--- config.mk ---
export PLATFORM = sky130hd
export DESIGN_NAME = fbd_ctrl
export DESIGN_NICKNAME = d
export VERILOG_FILES = /design/src/hw/rtl/fbd_pkg.sv /design/src/hw/rtl/fbd_ctrl.sv
export SDC_FILE = /design/constraint.sdc
export NUM_CORES = 1
export LEC_CHECK = 0
export ABC_CLOCK_PERIOD_IN_PS = 2100
export BUFFER_PORTS_ARGS = -buffer_cell sky130_fd_sc_hd__buf_2
export CAP_MARGIN = 10
export CORE_AREA = 10 10 47 49
export DETAILED_ROUTE_END_ITERATION = 10
export DIE_AREA = 0 0 57 59
export GPL_TIMING_DRIVEN = 0
export MAX_ROUTING_LAYER = met4
export SYNTH_ARGS = -nofsm -noshare
export SYNTH_HDL_FRONTEND = slang
export SYNTH_SLANG_ARGS = --single-unit
export TNS_END_PERCENT = 100
--- constraint.sdc ---
create_clock -name clk -period 2.1 [get_ports clk]
set_clock_uncertainty 0.2 [all_clocks]
set_input_delay 0.42 -clock clk [delete_from_list [all_inputs] [get_ports clk]]
set_output_delay 0.42 -clock clk [all_outputs]
set_load 0.02 [all_outputs]
--- src/hw/rtl/fbd_pkg.sv ---
// ----------------------------------------------------------------------------
// fbd_pkg
// Shared widths, codes, command/status structs and color packing for the
// framebuffer draw engine.
// ----------------------------------------------------------------------------
package fbd_pkg;

	// memory geometry
	localparam int MEM_WORDS = 1048576;
	localparam int MEM_AW    = $clog2(MEM_WORDS);
	localparam int ADDR_W    = 28;
	localparam logic [ADDR_W-1:0] MEM_LIMIT = ADDR_W'(MEM_WORDS);

	// field widths
	localparam int CRD_W  = 12;
	localparam int DIM_W  = 13;
	localparam int PIX_W  = 32;
	localparam int KIND_W = 3;
	localparam int FMT_W  = 2;
	localparam int CIDX_W = 2;

	// command kinds
	localparam logic [KIND_W-1:0] KIND_PIXEL = 3'd0;
	localparam logic [KIND_W-1:0] KIND_HLINE = 3'd1;
	localparam logic [KIND_W-1:0] KIND_VLINE = 3'd2;
	localparam logic [KIND_W-1:0] KIND_FILL  = 3'd3;
	localparam logic [KIND_W-1:0] KIND_MOVE  = 3'd4;
	localparam logic [KIND_W-1:0] KIND_READ  = 3'd5;

	// register indexes
	localparam logic [CIDX_W-1:0] CFG_FORMAT = 2'd0;
	localparam logic [CIDX_W-1:0] CFG_WIDTH  = 2'd1;
	localparam logic [CIDX_W-1:0] CFG_HEIGHT = 2'd2;
	localparam logic [CIDX_W-1:0] CFG_PITCH  = 2'd3;

	// color formats
	localparam logic [FMT_W-1:0] FMT_ARGB = 2'd0;
	localparam logic [FMT_W-1:0] FMT_RGBA = 2'd1;
	localparam logic [FMT_W-1:0] FMT_BGRA = 2'd2;
	localparam logic [FMT_W-1:0] FMT_ABGR = 2'd3;

	// datapath memory operation
	typedef enum logic [2:0] {
		OP_NONE,
		OP_FILL,
		OP_READ,
		OP_SNAP,
		OP_CLEAR,
		OP_COPY
	} op_t;

	typedef struct packed {
		logic load;
		logic mul_src;
		logic mul_dst;
		logic rewind;
		logic step;
		op_t  op;
		logic capture;
	} cmd_t;

	typedef struct packed {
		logic              reject;
		logic              empty;
		logic [KIND_W-1:0] kind;
		logic              last;
	} sts_t;

	// reorder r,g,b,a channels into the configured format
	function automatic logic [PIX_W-1:0] pack_color(input logic [FMT_W-1:0] fmt,
		input logic [PIX_W-1:0] c);
		logic [7:0] r, g, b, a;
		logic [PIX_W-1:0] res;
		r = c[31:24];
		g = c[23:16];
		b = c[15:8];
		a = c[7:0];
		case (fmt)
			FMT_ARGB: res = {a, r, g, b};
			FMT_RGBA: res = {r, g, b, a};
			FMT_BGRA: res = {b, g, r, a};
			default:  res = {a, b, g, r};
		endcase
		return res;
	endfunction

endpackage

--- src/hw/rtl/fbd_ctrl.sv ---
// ----------------------------------------------------------------------------
// fbd_ctrl
// Command sequencer: setup multiplies, pixel scan passes and result strobe.
// ----------------------------------------------------------------------------
module fbd_ctrl (
	input  logic          clk,
	input  logic          arst_n,
	input  logic          start,
	output logic          busy,
	output logic          done,
	input  fbd_pkg::sts_t sts,
	output fbd_pkg::cmd_t cmd
);

	typedef enum logic [3:0] {
		S_IDLE,
		S_SETUP,
		S_MULD,
		S_PREP,
		S_FILL,
		S_READ,
		S_RWAIT,
		S_SNAP,
		S_CLEAR,
		S_COPY,
		S_DRAIN,
		S_DONE
	} state_t;

	state_t state_q;
	state_t state_d;

	// next state and commands
	always_comb begin
		state_d = state_q;
		cmd     = '0;
		cmd.op  = fbd_pkg::OP_NONE;
		case (state_q)
			S_IDLE: begin
				if (start) begin
					cmd.load = 1'b1;
					state_d  = S_SETUP;
				end
			end
			S_SETUP: begin
				cmd.mul_src = 1'b1;
				state_d     = (sts.reject || sts.empty) ? S_DONE : S_MULD;
			end
			S_MULD: begin
				cmd.mul_dst = 1'b1;
				state_d     = S_PREP;
			end
			S_PREP: begin
				cmd.rewind = 1'b1;
				if (sts.kind == fbd_pkg::KIND_READ) begin
					state_d = S_READ;
				end else if (sts.kind == fbd_pkg::KIND_MOVE) begin
					state_d = S_SNAP;
				end else begin
					state_d = S_FILL;
				end
			end
			S_FILL: begin
				cmd.op   = fbd_pkg::OP_FILL;
				cmd.step = 1'b1;
				if (sts.last) state_d = S_DONE;
			end
			S_READ: begin
				cmd.op  = fbd_pkg::OP_READ;
				state_d = S_RWAIT;
			end
			S_RWAIT: begin
				cmd.capture = 1'b1;
				state_d     = S_DONE;
			end
			S_SNAP: begin
				cmd.op   = fbd_pkg::OP_SNAP;
				cmd.step = 1'b1;
				if (sts.last) state_d = S_CLEAR;
			end
			S_CLEAR: begin
				cmd.op   = fbd_pkg::OP_CLEAR;
				cmd.step = 1'b1;
				if (sts.last) state_d = S_COPY;
			end
			S_COPY: begin
				cmd.op   = fbd_pkg::OP_COPY;
				cmd.step = 1'b1;
				if (sts.last) state_d = S_DRAIN;
			end
			S_DRAIN: begin
				state_d = S_DONE;
			end
			S_DONE: begin
				state_d = S_IDLE;
			end
			default: begin
				state_d = S_IDLE;
			end
		endcase
	end

	// state register
	always_ff @(posedge clk or negedge arst_n) begin
		if (!arst_n) begin
			state_q <= S_IDLE;
		end else begin
			state_q <= state_d;
		end
	end

	assign busy = (state_q != S_IDLE);
	assign done = (state_q == S_DONE);

	// checks
	a_done_pulse: assert property (@(posedge clk) disable iff (!arst_n)
		done |=> !done) else $error("done held longer than one cycle");
	a_accept_busy: assert property (@(posedge clk) disable iff (!arst_n)
		(start && !busy) |=> busy) else $error("accepted command did not raise busy");
	a_done_free: assert property (@(posedge clk) disable iff (!arst_n)
		done |=> !busy) else $error("engine still busy after result");

endmodule

==> flow_metrics.env, run 1 <==
export IMPL_placed_area_um2=547
export IMPL_synth_area_um2=432
export IMPL_worst_path_stages=5
export IMPL_crit_required_ps=1480
export IMPL_crit_end="cmd[1]"
export IMPL_portBuffers=19
export IMPL_critPathMaxStageDelay_ps=430
export IMPL_setup_viol=0
export IMPL_drtAntennaViolNets=0
export IMPL_drive_gt1_share_pct=46.6
export IMPL_grt_use_total_pct=7.84
export IMPL_crit_arrival_ps=1420
export IMPL_ir_drop_mv=0.710
export IMPL_setup_ws_ps=63.0
export IMPL_vias=543
export IMPL_max_slew_margin_rel_pct=82.2
export IMPL_avgSynthCellArea_um2=7.19
export IMPL_crit_type="reg2out"
export IMPL_ys_seq_elements=4
export IMPL_area_growth_pct=52.8
export IMPL_nets=99
export IMPL_period_minus_slack_ps=2040
export IMPL_grt_overflow_total=0
export IMPL_multiInputGateArea_um2=310
export IMPL_fin_hold_ws_ps=316
export IMPL_grt_max_degree=11
export IMPL_p_per_area_nw_per_um2=1660
export IMPL_place_gp_congestion=0.874
export IMPL_seqCellArea_um2=101
export IMPL_top_register="state_q"
export IMPL_die_w_um=57
export IMPL_cp_cell_sequence="buf_6 > nor2_1 > a21o_1 > a22o_1 > buf_4"
export IMPL_syn_inst=60
export IMPL_status="finished, final reports clean"
export IMPL_n_antenna_cell=0
export IMPL_rows=14
export IMPL_slowest_stage="dfrtp_2"
export IMPL_setup_worst_path_start="state_q[3]"
export IMPL_hp_class="in2async"
export IMPL_htreeDepth=1
export IMPL_cp_max_fo=10
export IMPL_die_y_um=59
export IMPL_path_clk_slew_ps=40
export IMPL_drc=0
export IMPL_slew_viol_final=0
export IMPL_antenna_found_initial=0
export IMPL_leakage_nw=0.336
export IMPL_synth_distinct_cells=28
export IMPL_synth_warnings=0
export IMPL_r2r_slack_ps=460
export IMPL_ctsRootBufferMaster="clkbuf_4"
export IMPL_post_route_cell_area_um2=659
export IMPL_dr_first_iter_drc_count=21
export IMPL_cp_start_kind="flip-flop"
export IMPL_cap_violations=0
export IMPL_grt_first_pass_wirelength_um=2170
export IMPL_initial_core_util_pct=30.8
export IMPL_syn_num_nets=69
export IMPL_dieArea_um2=3360
export IMPL_mostFrequentLayoutCell="buf_2"
export IMPL_place_hpwl_um=1000
export IMPL_path_delay_family="flip-flops"
export IMPL_cts_buffer_depth=2
export IMPL_period_share_pct=97.0
export IMPL_r2r_end="state_q[3]"
export IMPL_tritoncts="yes"
export IMPL_fin_cells=104
export IMPL_r2r_cells=4
export IMPL_vias_per_cell=5.22
export IMPL_worst_path_buf_inv=2
export IMPL_nFillCells=156
export IMPL_reg_top3="state_q x4"
export IMPL_seq_area_frac_synth_pct=23.2
export IMPL_dp_cells=95
export IMPL_place_ws_ps=213
export IMPL_wl_per_cell_um=12.8
export IMPL_largest_reg_flops=4
export IMPL_drt_first_pass_iters=4
export IMPL_clock_sinks=4
export IMPL_cts_buffers_inserted=3
export IMPL_layout_common_cells="18 x buf_2, 12 x nor2_1, 9 x buf_4"
export IMPL_fmax_ghz=0.491
export IMPL_core_area_um2=1400
export IMPL_clk_latency_ps=230
export IMPL_wl_um=1330
export IMPL_cp_end_kind="output pin"
export IMPL_worstReg2RegStart="state_q[0]"
export IMPL_ioPinCount=20
export IMPL_grt_pass1_vias=489
export IMPL_hold_violations=0
export IMPL_tightest_slew_ps=265
==> cells in the mapped netlist <==
cell type / instances / area [µm²]
a211oi_1: 1 / 7.51
a21o_1: 2 / 15.0
a21oi_1: 2 / 10.0
a22o_1: 1 / 8.76
a31oi_1: 1 / 6.26
a32o_1: 3 / 30.0
and2_1: 1 / 6.26
and3_1: 1 / 6.26
buf_2: 1 / 5.00
buf_4: 3 / 22.5
clkbuf_4: 1 / 7.51
dfrtp_1: 4 / 100
inv_1: 4 / 15.0
nand2_1: 5 / 18.8
nand2b_1: 3 / 18.8
nor2_1: 13 / 48.8
nor3_1: 2 / 10.0
nor3b_1: 1 / 7.51
nor3b_2: 1 / 12.5
nor4_1: 2 / 12.5
nor4_2: 1 / 12.5
o21a_1: 1 / 7.51
o21ai_0: 1 / 5.00
o221a_1: 1 / 11.3
o22ai_1: 1 / 6.26
o31ai_1: 1 / 7.51
or2_1: 1 / 6.26
or3_1: 1 / 6.26
==> logic make-up after synthesis <==
family                 count (synthesis)  synth area share, %
AND/OR/NAND/NOR                       32                 38.6
AO/OA/AOI/OAI                         15                 26.7
buffers and inverters                  9                 11.6
flip-flops                             4                 23.2
==> report_power, final <==
part           internal (mW)  switching [mW]  total, mW
registers              0.118          0.0433      0.162
logic                  0.391           0.450      0.841
clock network         0.0638          0.0290     0.0928
==> worst min path at each step <==
stage	end	slack, ps	depth (start not counted)
floorplan	state_q[0]	-80	0
global placement	state_q[2]	30	1
detailed placement	state_q[0]	30	1
CTS	state_q[0]	320	2
global route	state_q[0]	350	2
finish	state_q[0]	320	2
==> timing repair <==
item,CTS,global route
setup endpoints to repair,2,3
pin swaps,1,0
hold endpoints to repair,4,0
hold buffers,1,0
gates resized for setup,2,10
setup buffers,2,3
==> stage by stage <==
stage	power, mW	setup TNS, ps	util, %
after global routing	1.18	-1.22	47.1
after global placement	0.865	0	39.0
after floorplan	0.688	0	-
after detailed placement	0.866	0	39.0
final	1.10	0	47.1
after CTS	1.00	-40.1	42.8
==> final cells by class <==
type,count,area share [%]
Inverter,4,2.28
Tap cell,16,3.04
Multi-Input combinational cell,47,47.1
Sequential cell,4,15.4
Buffer,5,6.45
Clock buffer,3,3.42
Timing Repair Buffer,25,22.4
==> layer usage <==
layer	part of all wire, %	vias to the layer above	GRT usage, %
met5	0	-	-
met4	0	0	3.02
met3	6.1	0	2.15
met2	53	19	13.0
met1	41	252	8.72
li1	-	272	-
Note: power is estimated with default switching activity, not from simulation.
==> run 2: changes to the inputs <==
--- a/config.mk
+++ b/config.mk
@@ -13,6 +13,7 @@
 export DIE_AREA = 0 0 57 59
 export GPL_TIMING_DRIVEN = 0
 export MAX_ROUTING_LAYER = met4
+export REMOVE_ABC_BUFFERS = 1
 export SYNTH_ARGS = -nofsm -noshare
 export SYNTH_HDL_FRONTEND = slang
 export SYNTH_SLANG_ARGS = --single-unit
==> run 2 against run 1 <==
  * Utilization down 6.1 points
  * Clock power down 2.2%
  * Critical endpoint unchanged
  * Critical path depth unchanged
  * Largest power group unchanged
  * Wire length down 11%
  * Highest routed layer is now met4
  * Sequential power up 44%
==> flow_metrics.env, run 2 (same netlist as run 1, synthesis figures left out) <==
export IMPL_dp_cells=90
export IMPL_clk_latency_ps=230
export IMPL_fin_cells=96
export IMPL_period_share_pct=97.0
export IMPL_grt_overflow_total=0
export IMPL_nets=91
export IMPL_tightest_slew_ps=254
export IMPL_worstReg2RegStart="state_q[2]"
export IMPL_drt_first_pass_iters=4
export IMPL_drc=0
export IMPL_crit_arrival_ps=1420
export IMPL_ir_drop_mv=0.810
export IMPL_cap_violations=0
export IMPL_grt_first_pass_wirelength_um=2030
export IMPL_rows=14
export IMPL_dr_first_iter_drc_count=4
export IMPL_ioPinCount=20
export IMPL_ctsRootBufferMaster="clkbuf_4"
export IMPL_area_growth_pct=33.0
export IMPL_period_minus_slack_ps=2040
export IMPL_grt_use_total_pct=7.52
export IMPL_antenna_found_initial=0
export IMPL_tritoncts="yes"
export IMPL_vias_per_cell=5.07
export IMPL_top_register="state_q"
export IMPL_largest_reg_flops=4
export IMPL_cp_max_fo=13
export IMPL_max_slew_margin_rel_pct=83.0
export IMPL_layout_common_cells="18 x buf_2, 12 x nor2_1, 5 x nand2_1"
export IMPL_r2r_cells=5
export IMPL_die_w_um=57
export IMPL_hp_class="in2async"
export IMPL_clock_sinks=4
export IMPL_wl_per_cell_um=12.4
export IMPL_leakage_nw=0.282
export IMPL_cp_end_kind="output pin"
export IMPL_dieArea_um2=3360
export IMPL_core_area_um2=1400
export IMPL_cts_buffers_inserted=3
export IMPL_htreeDepth=1
export IMPL_crit_required_ps=1480
export IMPL_crit_type="reg2out"
export IMPL_cts_buffer_depth=2
export IMPL_p_per_area_nw_per_um2=1640
export IMPL_die_y_um=59
export IMPL_place_hpwl_um=948
export IMPL_mostFrequentLayoutCell="buf_2"
export IMPL_slew_viol_final=0
export IMPL_grt_pass1_vias=470
export IMPL_reg_top3="state_q x4"
export IMPL_drtAntennaViolNets=0
export IMPL_post_route_cell_area_um2=574
export IMPL_setup_viol=0
export IMPL_total_power_mw=0.940
export IMPL_vias=487
export IMPL_grt_max_degree=15
export IMPL_path_clk_slew_ps=30
export IMPL_status="finished, final reports clean"
export IMPL_drive_gt1_share_pct=41.3
export IMPL_hold_violations=0
export IMPL_rsz0062_at_grt="yes"
export IMPL_fmax_ghz=0.491
export IMPL_n_antenna_cell=0
export IMPL_r2r_end="state_q[3]"
export IMPL_placed_area_um2=512
export IMPL_place_gp_congestion=0.823
export IMPL_r2r_slack_ps=360
export IMPL_fin_util_pct=41.0
export IMPL_cp_start_kind="flip-flop"
export IMPL_portBuffers=19
export IMPL_wl_um=1190
export IMPL_initial_core_util_pct=30.8
[run 2: worst max path at each step]
stage,start,to,depth (start not counted)
final,state_q[3],cmd[1],5
after global routing,state_q[3],cmd[4],4
after CTS,state_q[0],cmd[4],3
after detailed placement,state_q[2],cmd[1],5
after global placement,state_q[2],cmd[1],5
after floorplan,state_q[2],cmd[1],4
[run 2: what timing repair did]
| action | CTS | global route |
|---|---|---|
| hold endpoints to repair | 4 | 0 |
| setup buffers | 0 | 2 |
| hold buffers | 1 | 0 |
| setup endpoints to repair | 2 | 6 |
| resized for setup | 2 | 6 |
[run 2: metrics by stage]
stage          hold WS [ps]  worst slack, ps  TNS, ps
6_report                313             62.4        0
5_1_grt                 329            -31.5    -58.8
4_1_cts                 304             5.13        0
3_5_place_dp           23.8              197        0
3_3_place_gp           24.0              204        0
2_1_floorplan         -75.6              134        0
[run 2: critical path: stages, from the launching register on]
cell and delay, ps:
dfrtp_2 480, nand2b_1 160, nor2_2 50, a21o_1 170
a22o_1 180, buf_2 160
[run 2: routing by layer]
layer	wire length [µm]	GRT usage, %	vias up
met4	10	6.04	0
met3	63	1.50	2
met2	620	11.8	10
met5	0	-	-
li1	-	-	254
met1	495	8.12	221
[run 2: power breakdown]
part	leakage (nW)	switching, mW	internal (mW)
combinational	0.223	0.334	0.281
clock	0.0138	0.0272	0.0636
sequential	0.0447	0.112	0.123
[run 2: final cells by class]
type	count	area, µm²
Multi-Input combinational cell	47	289
Inverter	4	15.0
Tap cell	16	20.0
Timing Repair Buffer	22	123
Sequential cell	4	105
Clock buffer	3	22.5
Fill cell	156	827
==> run 3: changes to the inputs <==
--- a/config.mk
+++ b/config.mk
@@ -5,6 +5,7 @@
 export SDC_FILE = /design/constraint.sdc
 export NUM_CORES = 1
 export LEC_CHECK = 0
+export ABC_AREA = 1
 export ABC_CLOCK_PERIOD_IN_PS = 2100
 export BUFFER_PORTS_ARGS = -buffer_cell sky130_fd_sc_hd__buf_2
 export CAP_MARGIN = 10
@@ -17,4 +18,4 @@
 export SYNTH_ARGS = -nofsm -noshare
 export SYNTH_HDL_FRONTEND = slang
 export SYNTH_SLANG_ARGS = --single-unit
-export TNS_END_PERCENT = 100
+export TNS_END_PERCENT = 20
==> run 3 against run 2 <==
  * Clock-buffer cell count unchanged
  * Hold slack worse by 62 ps
  * Wire length up 3.7%
  * Utilization is 1.6 points higher
  * Largest power group unchanged
==> flow_metrics.env, run 3 <==
export IMPL_ioPinCount=20
export IMPL_leakage_nw=0.371
export IMPL_mostFrequentLayoutCell="nand2_1"
export IMPL_n_antenna_cell=0
export IMPL_place_gp_congestion=0.862
export IMPL_period_share_pct=93.8
export IMPL_seq_area_frac_synth_pct=22.3
export IMPL_route_met3_wl_um=26
export IMPL_setup_worst_path_start="state_q[3]"
export IMPL_synth_common_cells="22 x nand2_1, 15 x nor2_1, 12 x inv_1, 7 x nand3_1"
export IMPL_wl_um=1230
export IMPL_cp_start_kind="flip-flop"
export IMPL_dieArea_um2=3360
export IMPL_drc=0
export IMPL_p_per_area_nw_per_um2=1510
export IMPL_dr_first_iter_drc_count=4
export IMPL_vias_per_cell=4.45
export IMPL_wl_per_cell_um=10.3
export IMPL_portBuffers=19
export IMPL_place_hpwl_um=1060
export IMPL_cp_end_kind="output pin"
export IMPL_top_layer="met3"
export IMPL_avgSynthCellArea_um2=5.55
export IMPL_crit_type="reg2out"
export IMPL_fmax_ghz=0.508
export IMPL_setup_viol=0
export IMPL_grt_overflow_total=0
export IMPL_r2r_slack_ps=610
export IMPL_period_minus_slack_ps=1970
export IMPL_netlist_area_leader_share_pct=22.3
export IMPL_htreeDepth=1
export IMPL_grt_pass1_vias=520
export IMPL_r2r_cells=6
export IMPL_grt_first_pass_wirelength_um=2130
export IMPL_die_w_um=57
export IMPL_critPathMaxStageDelay_ps=470
export IMPL_max_slew_margin_rel_pct=80.2
export IMPL_synth_edff_count=0
export IMPL_synth_distinct_cells=15
export IMPL_routed_wl_met2_um=657
export IMPL_initial_core_util_pct=32.1
export IMPL_crit_arrival_ps=1350
export IMPL_crit_required_ps=1480
export IMPL_nets=115
export IMPL_status="finished, final reports clean"
export IMPL_cts_setup_buffers=0
export IMPL_top_register="state_q"
export IMPL_die_y_um=59
export IMPL_drt_first_pass_iters=3
export IMPL_r2r_end="state_q[3]"
export IMPL_synth_warnings=0
export IMPL_synthFlopType="dfrtp_1"
export IMPL_drt_met1_wl_um=549
export IMPL_cts_buffer_depth=2
export IMPL_ir_drop_mv=0.716
export IMPL_core_area_um2=1400
export IMPL_hold_violations=0
export IMPL_reg_top3="state_q x4"
export IMPL_area_growth_pct=32.9
export IMPL_synthTopCellsByArea="dfrtp_1 22%, nand2_1 18%, nor2_1 13%"
export IMPL_yosysTopAreaCell="dfrtp_1"
export IMPL_ctsRootBufferMaster="clkbuf_4"
export IMPL_tritoncts="yes"
export IMPL_rsz0062_at_grt="no"
export IMPL_ys_seq_elements=4
export IMPL_slowest_stage="dfrtp_1"
export IMPL_drive_gt1_share_pct=34.6
export IMPL_tightest_slew_ps=297
export IMPL_slew_viol_final=0
export IMPL_worstReg2RegStart="state_q[3]"
export IMPL_clock_sinks=4
export IMPL_whs_path_depth=4
export IMPL_cap_violations=0
export IMPL_worstHoldEndpoint="state_q[3]"
export IMPL_syn_inst=81
export IMPL_tns_ps=0
export IMPL_vias=534
export IMPL_yosysMostFrequentCell="nand2_1"
export IMPL_grt_max_degree=8
export IMPL_synth_area_um2=449
export IMPL_grt_use_total_pct=7.61
export IMPL_layout_common_cells="22 x nand2_1, 19 x buf_2, 15 x nor2_1"
export IMPL_clk_latency_ps=230
export IMPL_async_reset_ff_share_pct=100
export IMPL_total_power_mw=0.903
export IMPL_hp_class="in2reg"
export IMPL_rows=14
export IMPL_largest_reg_flops=4
export IMPL_hp_start="sts[0]"
export IMPL_cts_buffers_inserted=3
export IMPL_path_clk_slew_ps=30
export IMPL_antenna_found_initial=0
export IMPL_cp_cell_sequence="nor2_2 > nand2_1 > nor2_1 > buf_2"
export IMPL_drtAntennaViolNets=0
export IMPL_cp_max_fo=6
run 3: changes by cell type in the layout (fill, tap and decap cells not counted), sizes merged, moves of 2 or more:
cell,previous run,this run
buf,21,19
nor2,13,21
nand2b,3,0
nand2,5,24
a21oi,2,5
nor4,3,0
nand3,0,8
a21o,2,0
nor3b,2,0
inv,4,16
a32o,3,0
run 3: routing by layer:
| metal | track usage, % | vias to the layer above |
|---|---|---|
| li1 | - | 294 |
| met1 | 8.48 | 235 |
| met2 | 13.0 | 5 |
| met3 | 0.858 | 0 |
| met4 | 4.03 | 0 |
| met5 | - | - |
run 3: worst max path at each step:
stage / to / slack [ps] / depth (start not counted)
2_1_floorplan: cmd[8] / 290 / 3
3_3_place_gp: cmd[5] / 380 / 4
3_5_place_dp: cmd[8] / 380 / 4
4_1_cts: cmd[8] / 130 / 4
5_1_grt: cmd[1] / 40 / 6
6_report: cmd[8] / 130 / 4
run 3: timing repair:
item / 4_1_cts / 5_1_grt
hold endpoints to repair: 4 / 0
hold buffers: 1 / 0
gates resized for setup: 0 / 0
run 3: cells by family after synthesis:
family                 Yosys count  share of synthesized area, %
and+or+nand+nor                 55                          56.8
buffers and inverters           16                          13.4
AOI/OAI and AO/OA                6                          7.52
DFF                              4                          22.3
run 3: cell type report:
type	instances	area (µm²)
clock buffer	3	22.5
fill	179	805
inverter	16	60.1
multi-input combinational	61	289
sequential	4	100
tap	16	20.0
timing repair buffer	20	105
run 3: stage by stage:
step / cell area [µm²] / hold slack [ps] / std cells / utilization, % / setup slack (ps)
after floorplan: 449 / -75.6 / 81 / - / 290
after global placement: 564 / 24.0 / 116 / 40.3 / 379
after detailed placement: 564 / 24.6 / 116 / 40.3 / 376
after CTS: 597 / 246 / 120 / 42.6 / 125
after global routing: 597 / 274 / 120 / 42.6 / 35.7
final: 597 / 251 / 120 / 42.6 / 130
run 3: report_power, final:
part / leakage [nW] / internal, mW / switching [mW]
clock network: 0.0138 / 0.0636 / 0.0270
logic: 0.308 / 0.204 / 0.426
registers: 0.0500 / 0.114 / 0.0692
total: 0.371 / 0.382 / 0.522
run 3: worst max-delay path: cells and delay by family, from the launching register on:
| family | cells | cell delay, ps |
|---|---|---|
| flops | 1 | 470 |
| buf+inv | 1 | 170 |
| simple gates | 3 | 480 |
